## src/design/tbs_pkg.sv

```systemverilog
// shared types and constants for the temperature batch statistics block
// no dependencies; used by every file of the block
`timescale 1ns / 1ps

package tbs_pkg;

  localparam int MaxBatch = 128;

  localparam int SampleW  = 16;
  localparam int LevelW   = 15;
  localparam int CountW   = 8;
  localparam int IndexW   = 7;
  localparam int SumW     = 22;
  localparam int PosW     = $clog2(MaxBatch + 1);
  localparam int CfgIdxW  = 8;
  localparam int DivSteps = SumW;
  localparam int DivCntW  = $clog2(DivSteps);

  localparam logic [SumW-1:0]   SumMax   = '1;
  localparam logic [CountW-1:0] CountMax = '1;
  localparam logic [IndexW-1:0] IndexMax = '1;

  localparam logic [LevelW-1:0] WarningReset  = LevelW'(480);
  localparam logic [LevelW-1:0] CriticalReset = LevelW'(640);
  localparam logic [LevelW-1:0] ShutdownReset = LevelW'(800);
  localparam logic [LevelW-1:0] AlertReset    = LevelW'(720);

  typedef enum logic [CfgIdxW-1:0] {
    REG_WARNING  = 8'd0,
    REG_CRITICAL = 8'd1,
    REG_SHUTDOWN = 8'd2,
    REG_ALERT    = 8'd3
  } cfg_reg_e;

  typedef enum logic [1:0] {
    ST_ACCUM,
    ST_DIVIDE,
    ST_PUBLISH
  } ctrl_state_e;

  typedef enum logic [1:0] {
    BIN_NORMAL   = 2'd0,
    BIN_WARNING  = 2'd1,
    BIN_CRITICAL = 2'd2,
    BIN_SHUTDOWN = 2'd3
  } bin_e;

  localparam int NumBins = 4;

  typedef struct packed {
    logic accept;
    logic finish;
    logic div_step;
    logic out_load;
  } dp_cmd_t;

  typedef struct packed {
    logic batch_end;
  } dp_status_t;

  // first field in the lowest bits, so declared last
  typedef struct packed {
    logic [LevelW-1:0] alert_value;
    logic [IndexW-1:0] alert_index;
    logic [CountW-1:0] shutdown_count;
    logic [CountW-1:0] critical_count;
    logic [CountW-1:0] warning_count;
    logic [CountW-1:0] normal_count;
    logic [CountW-1:0] skipped_count;
    logic [CountW-1:0] valid_count;
    logic [LevelW-1:0] average;
    logic [LevelW-1:0] maximum;
    logic [LevelW-1:0] minimum;
  } result_t;

  localparam int ResW   = $bits(result_t);
  localparam int TdataW = ((ResW + 7) / 8) * 8;

endpackage

```

## src/design/tbs_ctrl.sv

```systemverilog
// controller state machine: sample intake, divider sequencing, result handoff
// depends on tbs_pkg
`timescale 1ns / 1ps

module tbs_ctrl (
  input  logic                clk_i,
  input  logic                rst_ni,
  input  logic                in_valid_i,
  output logic                in_ready_o,
  output logic                out_valid_o,
  input  logic                out_ready_i,
  input  tbs_pkg::dp_status_t status_i,
  output tbs_pkg::dp_cmd_t    cmd_o
);

  tbs_pkg::ctrl_state_e          state_q, state_d;
  logic [tbs_pkg::DivCntW-1:0]   cnt_q, cnt_d;
  logic                          out_valid_q, out_valid_d;

  always_ff @(posedge clk_i or negedge rst_ni) begin
    if (!rst_ni) begin
      state_q     <= tbs_pkg::ST_ACCUM;
      cnt_q       <= '0;
      out_valid_q <= 1'b0;
    end else begin
      state_q     <= state_d;
      cnt_q       <= cnt_d;
      out_valid_q <= out_valid_d;
    end
  end

  always_comb begin
    state_d    = state_q;
    cnt_d      = cnt_q;
    in_ready_o = 1'b0;
    cmd_o      = '0;
    case (state_q)
      tbs_pkg::ST_ACCUM: begin
        in_ready_o   = 1'b1;
        cmd_o.accept = in_valid_i;
        cmd_o.finish = in_valid_i & status_i.batch_end;
        if (cmd_o.finish) begin
          state_d = tbs_pkg::ST_DIVIDE;
          cnt_d   = '0;
        end
      end
      tbs_pkg::ST_DIVIDE: begin
        cmd_o.div_step = 1'b1;
        cnt_d          = cnt_q + 1'b1;
        if (cnt_q == tbs_pkg::DivCntW'(tbs_pkg::DivSteps - 1)) begin
          state_d = tbs_pkg::ST_PUBLISH;
        end
      end
      tbs_pkg::ST_PUBLISH: begin
        if (!out_valid_q || out_ready_i) begin
          cmd_o.out_load = 1'b1;
          state_d        = tbs_pkg::ST_ACCUM;
        end
      end
      default: begin
        state_d = tbs_pkg::ST_ACCUM;
      end
    endcase
  end

  always_comb begin
    if (cmd_o.out_load) begin
      out_valid_d = 1'b1;
    end else if (out_ready_i) begin
      out_valid_d = 1'b0;
    end else begin
      out_valid_d = out_valid_q;
    end
  end

  assign out_valid_o = out_valid_q;

endmodule

```

## src/design/tbs_datapath.sv

```systemverilog
// datapath: threshold registers, batch accumulators, batch snapshot,
// restoring divider for the average and the output register; depends on tbs_pkg
`timescale 1ns / 1ps

module tbs_datapath (
  input  logic                                clk_i,
  input  logic                                rst_ni,
  input  tbs_pkg::dp_cmd_t                    cmd_i,
  output tbs_pkg::dp_status_t                 status_o,
  input  logic [tbs_pkg::SampleW-1:0]         sample_i,
  input  logic                                last_i,
  input  logic                                cfg_valid_i,
  input  logic [tbs_pkg::CfgIdxW-1:0]         cfg_index_i,
  input  logic [tbs_pkg::LevelW-1:0]          cfg_data_i,
  output tbs_pkg::result_t                    result_o,
  output logic                                alert_found_o
);

  localparam int LevelW = tbs_pkg::LevelW;
  localparam int CountW = tbs_pkg::CountW;
  localparam int SumW   = tbs_pkg::SumW;
  localparam int PosW   = tbs_pkg::PosW;
  localparam int IndexW = tbs_pkg::IndexW;

  // thresholds
  logic [LevelW-1:0] warn_q, crit_q, shut_q, alert_lvl_q;

  always_ff @(posedge clk_i or negedge rst_ni) begin
    if (!rst_ni) begin
      warn_q      <= tbs_pkg::WarningReset;
      crit_q      <= tbs_pkg::CriticalReset;
      shut_q      <= tbs_pkg::ShutdownReset;
      alert_lvl_q <= tbs_pkg::AlertReset;
    end else if (cfg_valid_i) begin
      case (tbs_pkg::cfg_reg_e'(cfg_index_i))
        tbs_pkg::REG_WARNING:  warn_q      <= cfg_data_i;
        tbs_pkg::REG_CRITICAL: crit_q      <= cfg_data_i;
        tbs_pkg::REG_SHUTDOWN: shut_q      <= cfg_data_i;
        tbs_pkg::REG_ALERT:    alert_lvl_q <= cfg_data_i;
        default: ;
      endcase
    end
  end

  // batch accumulators
  logic [PosW-1:0]   pos_q;
  logic [SumW-1:0]   sum_q;
  logic [LevelW-1:0] min_q, max_q;
  logic [CountW-1:0] good_q, err_q;
  logic [CountW-1:0] bin_q [tbs_pkg::NumBins];
  logic              hit_q;
  logic [IndexW-1:0] hit_pos_q;
  logic [LevelW-1:0] hit_val_q;

  logic [PosW-1:0]   pos_d;
  logic [SumW-1:0]   sum_d;
  logic [LevelW-1:0] min_d, max_d;
  logic [CountW-1:0] good_d, err_d;
  logic [CountW-1:0] bin_d [tbs_pkg::NumBins];
  logic              hit_d;
  logic [IndexW-1:0] hit_pos_d;
  logic [LevelW-1:0] hit_val_d;

  logic              good_sample;
  logic [LevelW-1:0] s;
  logic [SumW:0]     sum_wide;
  tbs_pkg::bin_e     bin;

  always_comb begin
    good_sample = ~sample_i[tbs_pkg::SampleW-1];
    s           = sample_i[LevelW-1:0];
    sum_wide    = {1'b0, sum_q} + (SumW+1)'(s);

    if (s < warn_q) begin
      bin = tbs_pkg::BIN_NORMAL;
    end else if (s < crit_q) begin
      bin = tbs_pkg::BIN_WARNING;
    end else if (s < shut_q) begin
      bin = tbs_pkg::BIN_CRITICAL;
    end else begin
      bin = tbs_pkg::BIN_SHUTDOWN;
    end

    pos_d     = pos_q + 1'b1;
    sum_d     = sum_q;
    min_d     = min_q;
    max_d     = max_q;
    good_d    = good_q;
    err_d     = err_q;
    hit_d     = hit_q;
    hit_pos_d = hit_pos_q;
    hit_val_d = hit_val_q;
    for (int i = 0; i < tbs_pkg::NumBins; i++) begin
      bin_d[i] = bin_q[i];
    end

    if (!good_sample) begin
      err_d = (err_q == tbs_pkg::CountMax) ? err_q : err_q + 1'b1;
    end else begin
      min_d  = (good_q == '0 || s < min_q) ? s : min_q;
      max_d  = (good_q == '0 || s > max_q) ? s : max_q;
      sum_d  = (sum_wide > {1'b0, tbs_pkg::SumMax}) ? tbs_pkg::SumMax : sum_wide[SumW-1:0];
      good_d = (good_q == tbs_pkg::CountMax) ? good_q : good_q + 1'b1;
      for (int i = 0; i < tbs_pkg::NumBins; i++) begin
        if (int'(bin) == i && bin_q[i] != tbs_pkg::CountMax) begin
          bin_d[i] = bin_q[i] + 1'b1;
        end
      end
      if (!hit_q && s >= alert_lvl_q) begin
        hit_d     = 1'b1;
        hit_pos_d = (int'(pos_q) < int'(tbs_pkg::IndexMax)) ? IndexW'(pos_q)
                                                            : tbs_pkg::IndexMax;
        hit_val_d = s;
      end
    end
  end

  assign status_o.batch_end = last_i || (int'(pos_q) + 1 >= tbs_pkg::MaxBatch);

  always_ff @(posedge clk_i or negedge rst_ni) begin
    if (!rst_ni) begin
      pos_q     <= '0;
      sum_q     <= '0;
      min_q     <= '0;
      max_q     <= '0;
      good_q    <= '0;
      err_q     <= '0;
      hit_q     <= 1'b0;
      hit_pos_q <= '0;
      hit_val_q <= '0;
      for (int i = 0; i < tbs_pkg::NumBins; i++) begin
        bin_q[i] <= '0;
      end
    end else if (cmd_i.finish) begin
      pos_q     <= '0;
      sum_q     <= '0;
      min_q     <= '0;
      max_q     <= '0;
      good_q    <= '0;
      err_q     <= '0;
      hit_q     <= 1'b0;
      hit_pos_q <= '0;
      hit_val_q <= '0;
      for (int i = 0; i < tbs_pkg::NumBins; i++) begin
        bin_q[i] <= '0;
      end
    end else if (cmd_i.accept) begin
      pos_q     <= pos_d;
      sum_q     <= sum_d;
      min_q     <= min_d;
      max_q     <= max_d;
      good_q    <= good_d;
      err_q     <= err_d;
      hit_q     <= hit_d;
      hit_pos_q <= hit_pos_d;
      hit_val_q <= hit_val_d;
      for (int i = 0; i < tbs_pkg::NumBins; i++) begin
        bin_q[i] <= bin_d[i];
      end
    end
  end

  // batch snapshot and divider
  tbs_pkg::result_t  snap_q;
  logic              snap_hit_q;
  logic [SumW-1:0]   quot_q;
  logic [CountW-1:0] rem_q;
  logic [CountW-1:0] divisor_q;
  logic [CountW:0]   trial;
  logic [CountW:0]   trial_sub;
  logic              trial_ge;

  assign trial     = {rem_q, quot_q[SumW-1]};
  assign trial_ge  = trial >= {1'b0, divisor_q};
  assign trial_sub = trial - {1'b0, divisor_q};

  always_ff @(posedge clk_i) begin
    if (cmd_i.finish) begin
      snap_q.minimum        <= min_d;
      snap_q.maximum        <= max_d;
      snap_q.average        <= '0;
      snap_q.valid_count    <= good_d;
      snap_q.skipped_count  <= err_d;
      snap_q.normal_count   <= bin_d[tbs_pkg::BIN_NORMAL];
      snap_q.warning_count  <= bin_d[tbs_pkg::BIN_WARNING];
      snap_q.critical_count <= bin_d[tbs_pkg::BIN_CRITICAL];
      snap_q.shutdown_count <= bin_d[tbs_pkg::BIN_SHUTDOWN];
      snap_q.alert_index    <= hit_pos_d;
      snap_q.alert_value    <= hit_val_d;
      snap_hit_q            <= hit_d;
      quot_q                <= sum_d;
      rem_q                 <= '0;
      divisor_q             <= good_d;
    end else if (cmd_i.div_step) begin
      quot_q <= {quot_q[SumW-2:0], trial_ge};
      rem_q  <= trial_ge ? trial_sub[CountW-1:0] : trial[CountW-1:0];
    end
  end

  // output register
  tbs_pkg::result_t out_d, out_q;
  logic             out_hit_q;

  always_comb begin
    out_d         = snap_q;
    out_d.average = (divisor_q == '0) ? '0 : quot_q[LevelW-1:0];
  end

  always_ff @(posedge clk_i) begin
    if (cmd_i.out_load) begin
      out_q     <= out_d;
      out_hit_q <= snap_hit_q;
    end
  end

  assign result_o      = out_q;
  assign alert_found_o = out_hit_q;

endmodule

```

## src/design/temperature_batch_statistics.sv

```systemverilog
// Temperature batch statistics, top level.
// Input stream: one 16-bit signed sample per word on s_axis, tlast marks the
// final sample of a batch; a batch also ends at its MaxBatch-th sample.
// Negative samples are counted as skipped; valid ones feed min, max, sum,
// four threshold bins and the first-alert latch.
// Output stream: one word per batch on m_axis with the statistics in tdata
// and the alert flag in tuser.
// Configuration: cfg_valid_i with cfg_index_i (0 warning, 1 critical,
// 2 shutdown, 3 alert) and cfg_data_i; cfg_ready_o is always high, other
// indexes are ignored. Write only while no batch is in progress.
// Throughput: one sample per cycle inside a batch.
// After the final sample is taken, the average comes from a restoring
// divider, one quotient bit a cycle over the 22-bit sum, then the result
// word is loaded into the output register; s_axis_tready stays low meanwhile.
// The result waits in an output register, so the next batch is taken while
// the receiver stalls; a second result waits in the divider until the first
// is taken, holding s_axis_tready low.
// Reset: thresholds return to 30, 40, 50 and 45 C, batch state is cleared.
`timescale 1ns / 1ps

module temperature_batch_statistics (
  input  logic                          clk_i,
  input  logic                          rst_ni,
  input  logic                          s_axis_tvalid,
  output logic                          s_axis_tready,
  input  logic [tbs_pkg::SampleW-1:0]   s_axis_tdata,   // sample
  input  logic                          s_axis_tlast,
  output logic                          m_axis_tvalid,
  input  logic                          m_axis_tready,
  // minimum, maximum, average, valid_count, skipped_count, normal_count,
  // warning_count, critical_count, shutdown_count, alert_index, alert_value
  output logic [tbs_pkg::TdataW-1:0]    m_axis_tdata,
  output logic                          m_axis_tuser,   // alert_found
  input  logic                          cfg_valid_i,
  output logic                          cfg_ready_o,
  input  logic [tbs_pkg::CfgIdxW-1:0]   cfg_index_i,
  input  logic [tbs_pkg::LevelW-1:0]    cfg_data_i
);

  tbs_pkg::dp_cmd_t    cmd;
  tbs_pkg::dp_status_t status;
  tbs_pkg::result_t    result;

  tbs_ctrl u_ctrl (
    .clk_i       (clk_i),
    .rst_ni      (rst_ni),
    .in_valid_i  (s_axis_tvalid),
    .in_ready_o  (s_axis_tready),
    .out_valid_o (m_axis_tvalid),
    .out_ready_i (m_axis_tready),
    .status_i    (status),
    .cmd_o       (cmd)
  );

  tbs_datapath u_datapath (
    .clk_i         (clk_i),
    .rst_ni        (rst_ni),
    .cmd_i         (cmd),
    .status_o      (status),
    .sample_i      (s_axis_tdata),
    .last_i        (s_axis_tlast),
    .cfg_valid_i   (cfg_valid_i),
    .cfg_index_i   (cfg_index_i),
    .cfg_data_i    (cfg_data_i),
    .result_o      (result),
    .alert_found_o (m_axis_tuser)
  );

  assign cfg_ready_o  = 1'b1;
  assign m_axis_tdata = {{(tbs_pkg::TdataW - tbs_pkg::ResW){1'b0}}, result};

endmodule

```

## config.mk

```make
export PLATFORM = sky130hd
export DESIGN_NAME = temperature_batch_statistics
export DESIGN_NICKNAME = d
export VERILOG_FILES = /design/src/design/tbs_pkg.sv /design/src/design/tbs_ctrl.sv /design/src/design/tbs_datapath.sv /design/src/design/temperature_batch_statistics.sv
export SDC_FILE = /design/constraint.sdc
export NUM_CORES = 1
export LEC_CHECK = 0
export BUFFER_PORTS_ARGS = -buffer_cell sky130_fd_sc_hd__buf_2
export CORE_ASPECT_RATIO = 0.8
export CORE_UTILIZATION = 50
export DETAILED_ROUTE_END_ITERATION = 6
export PLACE_DENSITY = 0.77
export SYNTH_ARGS = -nofsm -noshare
export SYNTH_HDL_FRONTEND = slang
export SYNTH_SLANG_ARGS = --single-unit
```

## constraint.sdc

```tcl
create_clock -name clk_i -period 6.02 [get_ports clk_i]
set_input_delay 0.903 -clock clk_i [delete_from_list [all_inputs] [get_ports clk_i]]
set_output_delay 0.903 -clock clk_i [all_outputs]
set_load 0.005 [all_outputs]
```

==> summary.txt <==
Final layout
  • Most frequent cells in the layout: 239 x edfxtp_1, 186 x dfrtp_1, 165 x nand2_1
  • Most common cell after layout, fill and taps aside: edfxtp_1
  • FF+latch area: 12300 um2
  • Area delta synth->final: 13.4%
  • FILL cells: between 3k and 4k
  • Net count reported at finish: between 2k and 2.5k
  • Layout cells sized above 1: 0.188
  • Multi-input gate area: 7990 um2

Route
  • DRT Pass-1 Iters: 5
  • Final WL: between 40000 and 50000 um
  • Via count: 14.6k
  • Antenna Nets Post-Route: 0
  • DRC viols: 0
  • Routed len/inst: between 15 and 20 um
  • Vias/cell: just under 6
  • Drt initial violations: 1077

Power and ir drop
  • Seq pwr share: 0.460
  • Sw Ratio: 0.297
  • PwrDens: 369 nW/um2
  • Power share of the combinational group: 0.222
  • Leak: between 0.009 and 0.01 uW
  • Sw Pwr: between 2000 and 3000 uW
  • Max IR drop VDD: roughly 0.00021 V
  • Clock power share: 0.318
  • P_int: 6200 uW

Synthesis
  • Sequential share of the synthesized area: 0.586
  • Ranking of synthesized cells by area: edfxtp_1 34%, dfrtp_1 22%, ha_1 7.1%, mux2_2 4.4%, o21ai_0 3.3%
  • Post-Syn Area: about 21000 um2
  • Leading area contributor after synthesis: edfxtp_1
  • Simple-gate area share of the yosys netlist: 0.106
  • Yosys cell types: 77
  • Synth warn: 0
  • Post-synth top area share: 0.341
  • EDFF count, synth: between 200 and 250
  • Mux cell area share after synthesis: 0.0454
  • Synth Register Bits: approximately 450
  • XOR/XNOR Fraction of Synth Area: 0.0225
  • Prevailing post-synth register cell: edfxtp_1
  • Syn avg cell area: around 12 um2
  • Fraction of the mapped netlist area in compound gates: 0.129
  • Gate Count Post-Synth: 1785
  • Ys async rst share: 0.446
  • Synth Area in Adders: 0.0732
  • Largest family of logic cells by synthesized area: compound AO/OA/AOI/OAI gates

STA
  • Total Neg Setup Slack: 0 ns
  • Slew @ Worst Pin: about 1.2 ns
  • Final setup violation count: 0
  • Max Fclk: approximately 250 MHz
  • Pins Over Slew Limit: 0
  • Tmin final: roughly 3.9 ns
  • Fin. Hold Viols: 0
  • RSZ-0062 raised after global routing: false
  • Min Hold Slack: 0.328 ns
  • Worst slew margin: 0.185
  • Final period util: 0.654
  • Final clock skew: about 0.030 ns

Floorplan
  • Initial core utilization: 0.513
  • Die width: 231 um
  • Std-Cell Rows: between 60 and 70
  • Die height: 186 um
  • Io pins: roughly 170
  • Core area: roughly 41000 um2
  • Die ar.: between 40000 and 50000 um2

Clocking
  • Cts bufs inserted: 44
  • Post-CTS Hold Buffers: 0
  • Clock Latency Late Sink: 0.58 ns
  • Setup bufs post-CTS: 0
  • Clock tree buffer depth: 3
  • CTS Root Cell: clkbuf_16
  • CTS tree: done
  • CTS clk-pin slew, worst paths: 0.06 ns
  • Clk sink count: 446
  • # resized after CTS: 0
  • H-tree Lvls: 2

Worst setup path
  • Slowest stage cell, crit path: a21oi_1
  • Crit path required time: around 6.3 ns
  • Critical Path End Type: flop
  • Crit-path max cell delay: approximately 0.74 ns
  • Top delay family on crit path: compound AO/OA/AOI/OAI gates
  • R2R depth: 8
  • Worst path cell trace: buf_2, ha_1, inv_1, fa_1, nor2b_1, o2111ai_1, a311oi_1, o211ai_1, a21oi_1, and3_1, mux2i_1, o21ai_0
  • Worst Path Max Fanout: 12
  • Reg2Reg Setup Slack: around 2.2 ns
  • CP startpoint: s_axis_tdata[0]
  • CP bufs+invs: 2
  • FF-to-FF End: u_datapath.max_q[3]
  • Kind of critical path: input port to flop
  • Worst setup SP type: input port
  • Worst r2r src: u_datapath.good_q[0]
  • Critical Path End: u_datapath.quot_q[20]
  • Critical path depth: 12
  • Crit path arrival time: 4.22 ns

Worst hold path
  • Worst min path class: input port to asynchronous set/reset pin

Global route
  • First-pass GRT wire length: 77600 um
  • Grt met1 use: 0.333
  • Met3 Track Usage GR: 0.0404
  • Total gr overflow: 0
  • Initial antenna violation count: 5
  • Gr usage total: 0.230
  • Met2 GRT Util: 0.361
  • Vias in the first global route: 14.1k
  • Layer with the highest usage: met2
  • Pin count of the biggest net entering global routing: slightly above 70

Placed design
  • I/O Buffers: ~160
  • Routability cong.: 0.871
  • Hpwl dp: 33100 um

Job
  • Max cap viols: 0

Run status
  • Status: finished clean
## power by group through the flow
stage	Sequential, uW	Clock (uW)	Combinational, uW
2_1_floorplan	3990	0	1450
3_3_place_gp	4080	0	1870
3_5_place_dp	4090	0	1940
4_1_cts	4040	2850	1950
5_1_grt	4100	2970	2210
6_report	4050	2800	1950
## routing by layer
metal	share of wire	vias to the layer above
li1	-	6796
met1	0.46	7278
met2	0.46	423
met3	0.062	70
met4	0.019	6
met5	0.00084	-
## state kept, by name, summed over array words and instances, names as in the netlist, 15 cells and up
signal	cells
u_datapath.crit_q	15
u_datapath.bin_q	32
u_datapath.quot_q	22
u_datapath.min_q	15
u_datapath.out_d	100
u_datapath.alert_lvl_q	15
u_datapath.max_q	15
u_datapath.warn_q	15
u_datapath.shut_q	15
u_datapath.result_o	115
u_datapath.hit_val_q	15
u_datapath.sum_q	22
## logic make-up (layout without fill, tap and decap cells)
kind of cell    after synthesis  after routing
flops                       446            446
other cells                   2              7
buf+inv                     195            381
compound gates              415            415
xor+xnor                     54             54
simple gates                466            466
fa+ha+maj                   122            122
mux                          85             85
## Yosys cell counts, types with 29 or more instances
library cell	n
a21o_1	29
a21oi_1	68
a22o_1	56
clkbuf_1	49
dfrtp_1	186
edfxtp_1	239
ha_1	120
inv_1	120
mux2_2	83
nand2_1	166
nand3_1	45
nand4_1	29
nor2_1	97
o21ai_0	139
xnor2_1	37
## layout make-up
cell class | instances | area share
diodes | 1 | 0.000105
repair buffers | 178 | 0.0394
clock inverters | 29 | 0.0132
flip-flops and latches | 446 | 0.517
multi-input cells | 1148 | 0.335
inverters | 121 | 0.0191
well taps | 544 | 0.0285
clock buffers | 53 | 0.0484
## worst min-delay path by stage
stage | end | slack (ns) | cells past startpoint
final | u_datapath.bin_q[13] | 0.33 | 1
after global routing | u_datapath.bin_q[18] | 0.36 | 1
after CTS | u_datapath.bin_q[13] | 0.35 | 1
after detailed placement | u_datapath.result_o[100] | 0.40 | 0
after global placement | u_datapath.result_o[3] | 0.40 | 0
after floorplan | u_datapath.alert_found_o | 0.40 | 0
## through the flow
step           worst slack (ns)   util  instances  cell area (um2)  total power (uW)
2_1_floorplan             0.901      -       1789            21100              5440
3_3_place_gp               1.70  0.546       2437            22400              5950
3_5_place_dp               1.64  0.546       2437            22400              6030
4_1_cts                    2.14  0.581       2519            23900              8840
5_1_grt                    1.80  0.582       2520            23900              9270
6_report                   2.08  0.582       2520            23900              8810
(Power assumes the default switching activity.)
